$ cat src/rtl/tkf_pkg.sv
// ----------------------------------------------------------------------------
// tkf_pkg
// Shared types, codes and helpers for the tilt Kalman fusion block.
// ----------------------------------------------------------------------------
package tkf_pkg;

  // register indexes on the configuration channel
  localparam logic [2:0] REG_ACCEL_OFFSET  = 3'd0;
  localparam logic [2:0] REG_GYRO_OFFSET   = 3'd1;
  localparam logic [2:0] REG_ACCEL_GAIN    = 3'd2;
  localparam logic [2:0] REG_GYRO_GAIN     = 3'd3;
  localparam logic [2:0] REG_ANGLE_NOISE   = 3'd4;
  localparam logic [2:0] REG_BIAS_NOISE    = 3'd5;
  localparam logic [2:0] REG_MEASURE_NOISE = 3'd6;
  localparam logic [2:0] REG_STEP_TIME     = 3'd7;

  // register reset values
  localparam logic signed [15:0] RST_ACCEL_OFFSET = 16'sd1100;
  localparam logic signed [15:0] RST_GYRO_OFFSET  = -16'sd30;
  localparam logic signed [31:0] RST_ACCEL_GAIN   = 32'sd82182;
  localparam logic signed [31:0] RST_GYRO_GAIN    = -32'sd1023000;
  localparam logic [30:0] RST_ANGLE_NOISE   = 31'd268435;
  localparam logic [30:0] RST_BIAS_NOISE    = 31'd805306;
  localparam logic [30:0] RST_MEASURE_NOISE = 31'd134217728;
  localparam logic [30:0] RST_STEP_TIME     = 31'd2684355;

  // 1.0 in Q4.28
  localparam logic signed [31:0] ONE_Q28 = 32'sd268435456;

  localparam logic signed [48:0] SAT_HI = 49'sd2147483647;
  localparam logic signed [48:0] SAT_LO = -49'sd2147483648;

  // filter step micro-operations, in execution order
  typedef enum logic [3:0] {
    OP_MEAS, OP_RATE, OP_ANG, OP_PAA, OP_PAB, OP_PBB, OP_DIV0, OP_DIV1,
    OP_CBA, OP_CAA, OP_CBB, OP_CAB, OP_EB, OP_EA
  } op_e;

  typedef enum logic [2:0] {
    S_IDLE, S_MUL, S_RND, S_WB, S_DSTART, S_DWAIT, S_OUT
  } state_e;

  typedef struct packed {
    logic load_in;
    logic mul_go;
    logic rnd_go;
    logic wb_go;
    logic div_start;
    logic out_load;
    op_e  op;
  } dp_cmd_t;

  typedef struct packed {
    logic div_busy;
    logic div_done;
    logic out_busy;
  } dp_sts_t;

  // saturate a wide signed sum to 32 bits
  function automatic logic signed [31:0] sat32(input logic signed [48:0] v);
    logic signed [31:0] r;
    if (v > SAT_HI) r = 32'sh7FFFFFFF;
    else if (v < SAT_LO) r = 32'sh80000000;
    else r = v[31:0];
    return r;
  endfunction

endpackage

$ cat src/rtl/tkf_ctrl.sv
// ----------------------------------------------------------------------------
// tkf_ctrl
// Sequencer for one filter step: multiply ops, two divisions, output load.
// ----------------------------------------------------------------------------
module tkf_ctrl
  import tkf_pkg::*;
(
  input  logic    clk_i,
  input  logic    rst_ni,
  input  logic    in_valid_i,
  output logic    in_ready_o,
  output dp_cmd_t cmd_o,
  input  dp_sts_t sts_i
);

  state_e state_q, state_d;
  op_e    op_q, op_d, op_nxt;

  assign op_nxt = op_e'(4'(op_q) + 4'd1);

  // state register
  always_ff @(posedge clk_i or negedge rst_ni) begin
    if (!rst_ni) begin
      state_q <= S_IDLE;
      op_q    <= OP_MEAS;
    end else begin
      state_q <= state_d;
      op_q    <= op_d;
    end
  end

  // next state and commands
  always_comb begin
    state_d = state_q;
    op_d    = op_q;
    cmd_o   = '0;
    cmd_o.op = op_q;
    in_ready_o = 1'b0;
    unique case (state_q)
      S_IDLE: begin
        in_ready_o    = 1'b1;
        cmd_o.load_in = in_valid_i;
        if (in_valid_i) begin
          op_d    = OP_MEAS;
          state_d = S_MUL;
        end
      end
      S_MUL: begin
        cmd_o.mul_go = 1'b1;
        state_d = S_RND;
      end
      S_RND: begin
        cmd_o.rnd_go = 1'b1;
        state_d = S_WB;
      end
      S_WB: begin
        cmd_o.wb_go = 1'b1;
        if (op_q == OP_EA) begin
          state_d = S_OUT;
        end else begin
          op_d    = op_nxt;
          state_d = (op_nxt == OP_DIV0) ? S_DSTART : S_MUL;
        end
      end
      S_DSTART: begin
        cmd_o.div_start = 1'b1;
        state_d = S_DWAIT;
      end
      S_DWAIT: begin
        if (sts_i.div_done) begin
          op_d    = op_nxt;
          state_d = (op_nxt == OP_DIV1) ? S_DSTART : S_MUL;
        end
      end
      S_OUT: begin
        if (!sts_i.out_busy) begin
          cmd_o.out_load = 1'b1;
          state_d = S_IDLE;
        end
      end
      default: state_d = S_IDLE;
    endcase
  end

`ifndef NO_ASSERTIONS
  // no second item is taken while a step runs
  a_busy_after_accept: assert property (@(posedge clk_i) disable iff (!rst_ni)
    (in_valid_i && in_ready_o) |=> !in_ready_o)
    else $error("input accepted during a filter step");

  // a result is never loaded over one still waiting
  a_no_overwrite: assert property (@(posedge clk_i) disable iff (!rst_ni)
    cmd_o.out_load |-> !sts_i.out_busy)
    else $error("output register overwritten");

  // divider is started only when idle and only for a gain op
  a_div_start: assert property (@(posedge clk_i) disable iff (!rst_ni)
    cmd_o.div_start |-> (!sts_i.div_busy && (op_q == OP_DIV0 || op_q == OP_DIV1)))
    else $error("divider started while busy or for wrong op");
`endif

endmodule

$ cat config.mk
export PLATFORM = sky130hd
export DESIGN_NAME = tkf_ctrl
export DESIGN_NICKNAME = d
export VERILOG_FILES = /design/src/rtl/tkf_pkg.sv /design/src/rtl/tkf_ctrl.sv
export SDC_FILE = /design/constraint.sdc
export NUM_CORES = 1
export LEC_CHECK = 0
export ABC_CLOCK_PERIOD_IN_PS = 1300
export BUFFER_PORTS_ARGS = -buffer_cell sky130_fd_sc_hd__buf_2
export CAP_MARGIN = 20
export CORE_MARGIN = 4
export CORE_UTILIZATION = 43
export CTS_CLUSTER_DIAMETER = 200
export DETAILED_ROUTE_END_ITERATION = 12
export GPL_TIMING_DRIVEN = 0
export PLACE_DENSITY = 0.71
export SKIP_LAST_GASP = 1
export SYNTH_ARGS = -nofsm -noshare
export SYNTH_HDL_FRONTEND = slang
export SYNTH_SLANG_ARGS = --single-unit
$ cat constraint.sdc
create_clock -name clk_i -period 1.3 [get_ports clk_i]
set_input_delay 0.13 -clock clk_i [delete_from_list [all_inputs] [get_ports clk_i]]
set_output_delay 0.13 -clock clk_i [all_outputs]
set_load 0.01 [all_outputs]
==> impl_metrics.toml <==
[cells_and_area]
layout-drive-gt1-share_pct = 47.8
fillCellCount = 96
fin_cells = 104
diodes = 0
final_nets = 101
syn_to_final_growth_pct = 42.7

[worst_hold_path]
holdCritPathClass = "input port to register"

[yosys]
synth_top_family_by_area = "compound AO/OA/AOI/OAI gates"
synth_compound_gate_area_share_pct = 25.1
synth_edf_count = 0
synth_area_sq_um = 559
syn_inst = 63
syn_area_per_cell_sq_um = 8.88
synth_fa_ha_area_share_pct = 8.95
synth-seq-cells = 7
synth_area_leaders = "dfrtp_1, ha_1, inv_1, o211ai_2, a41o_1"
yosys.cell_count.top_type = "inv_1"
postSynthNetCount = 73
synth_simple_gate_area_share_pct = 21.3
synthMuxAreaShare_pct = 3.58
synthFlopType = "dfrtp_1"
synthXorXnorAreaFrac_pct = 1.57
synth_warnings = 0
async_flop_share_pct = 100
ys_seq_area_share_pct = 31.3
synth.top_cell.area_share_pct = 31.3
synth_top_cell_by_area = "dfrtp_1"
yosys-top-cells-count = "inv_1, dfrtp_1, nand2_1"
yosys.cell_types.count = 32

[routing]
dr.first_iter.drc_count = 6
drtPass1Iterations = 4
route.detailed.drc = 0
routed_via_density = 5.28
post_drt_wl_per_cell_um = 12.7
detail-route-antenna-nets = 0
vias = 549
finalWirelength_mm = 1.32

[sta]
setup_viol = 10
relSlewSlack_pct = 80.6
hold_viol = 0
slew_violations = 0
setup_tns_ns = -0.799
fin_skew_ns = 0.000856
post-route-min-period_ns = 1.47
fin_hold_ws_ns = 0.146
worst_pin_slew_ns = 0.290
rsz0062_at_grt = "yes"
fin_ws_ns = -0.172
fmax_ghz = 0.679
finalCritPeriodShare_pct = 113

[floorplan]
die_h_um = 44.1
rows = 12
io_pins = 17
core-area_sq_um = 1170
die_x_um = 44.1
dieArea_sq_um = 1940
start_util_pct = 47.8

[placed_design]
dp_hpwl_um = 977
gp_congestion = 0.780
numPortBuffers = 15
dp_slack_ns = -0.185
dpl.cell_count = 92

[grt]
antenna_found_initial = 0
grt_pass1_wl_mm = 2.19
grt_pass1_vias = 521
track_usage_pct = 15.4
overflow = 0
grt_max_degree = 9

[critical_path]
cp-end-kind = "register"
crit_slowest_cell = "dfrtp_2"
worstSetupPathType = "register to register"
worst_ep_arrival_time_ns = 1.63
path_cells = "ha_2 > and3_4 > a41o_1 > o21a_1 > o211ai_2"
critical-path-max-stage-delay_ns = 0.46
critical_path.startpoint_type = "register"
critical_path_peak_fanout = 6
required_ns = 1.46

[clock_tree]
cts_sinks = 7
worstSkewPairLatency_ns = 0.24
htreeDepth = 1
cts_tree = "built"
clkTransAtPathRegs_ns = 0.05
clk_path_buf_depth = 2
cts_root_buf = "clkbuf_4"
cts-buffers-inserted = 3

[power]
power_density_nw_per_um2 = 2300
p_leak_nw = 0.414
power_mw = 1.84
irDropWorstVdd_uv = 1380

[flow_run]
drv_cap = 0

[status]
outcome = "finished, violations left"
violations = "negative setup slack"
==> layout make-up <==
| type | count | area (sq um) | share of cell area, % |
|---|---|---|---|
| Buffer | 1 | 11.3 | 1.41 |
| Clock buffer | 4 | 26.3 | 3.29 |
| Inverter | 9 | 33.8 | 4.23 |
| Multi-Input combinational cell | 45 | 385 | 48.3 |
| Sequential cell | 7 | 179 | 22.4 |
| Tap cell | 14 | 17.5 | 2.19 |
| Timing Repair Buffer | 24 | 145 | 18.2 |
==> cell usage in the layout (no fill, tap or decap), drive strengths merged, types with 2 or more instances in the layout <==
master / Yosys / layout
nand3b: 2 / 2
clkbuf: 1 / 4
mux2i: 2 / 2
dfrtp: 7 / 7
o21a: 2 / 2
nor3: 2 / 2
o211ai: 2 / 2
inv: 9 / 9
o21ai: 3 / 3
a41o: 2 / 2
nand2: 5 / 5
buf: 1 / 24
nor2: 4 / 4
ha: 4 / 4
==> through the flow <==
stage                     utilization, %  area [sq um]
after floorplan                        -           582
after global placement              57.6           674
after detailed placement            57.6           674
after CTS                           64.7           758
after global routing                68.2           798
final                               68.2           798
==> metal layers <==
layer,GRT usage (%),vias up,part of all wire [%]
met1,19.5,260,48
li1,-,283,-
met4,9.04,0,0
met2,24.7,6,50
met3,2.44,0,2.0
met5,0,-,0
==> report_power, final <==
| group | leakage (nW) | switching [mW] | internal [mW] | total, mW |
|---|---|---|---|---|
| clock | 0.0150 | 0.0656 | 0.116 | 0.182 |
| combinational | 0.314 | 0.581 | 0.591 | 1.17 |
| sequential | 0.0850 | 0.166 | 0.317 | 0.483 |
| total | 0.414 | 0.813 | 1.02 | 1.84 |
==> worst max-delay path, delay by kind of cell, from the launching register on <==
kind	cells	cell delay, ns
DFF	1	0.46
AOI/OAI and AO/OA	3	0.54
and+or+nand+nor	1	0.20
adders and majority gates	1	0.20
==> sequential cells by signal (all words and copies together), names as in the netlist <==
| signal | flops |
|---|---|
| op_q | 4 |
| state_q | 3 |
==> cell families after synthesis <==
kind of cell	after synthesis
compound gates	17
xor+xnor	1
fa+ha+maj	4
buf+inv	11
flops	7
mux	2
simple gates	21
==> final timing paths <==
path | start | slack (ns) | depth (start not counted) | endpoint
setup / recovery | op_q[0] | -0.17 | 5 | state_q[0]
hold / removal | in_valid_i | 0.15 | 3 | state_q[0]
setup reg to reg | op_q[0] | -0.17 | 5 | state_q[0]
hold reg to reg | state_q[2] | 0.58 | 1 | state_q[1]
max in group asynchronous | rst_ni | 0.90 | 2 | op_q[1]
min in group asynchronous | rst_ni | 0.24 | 2 | op_q[2]
==> what timing repair did <==
item                       CTS  global route
gates resized for setup      3             6
hold buffers                 1             0
hold endpoints to repair     7             0
buffers inserted             5             3
setup endpoints to repair   11            14
pin swaps                    1             5
No activity file was read; power rests on OpenSTA's default activity.
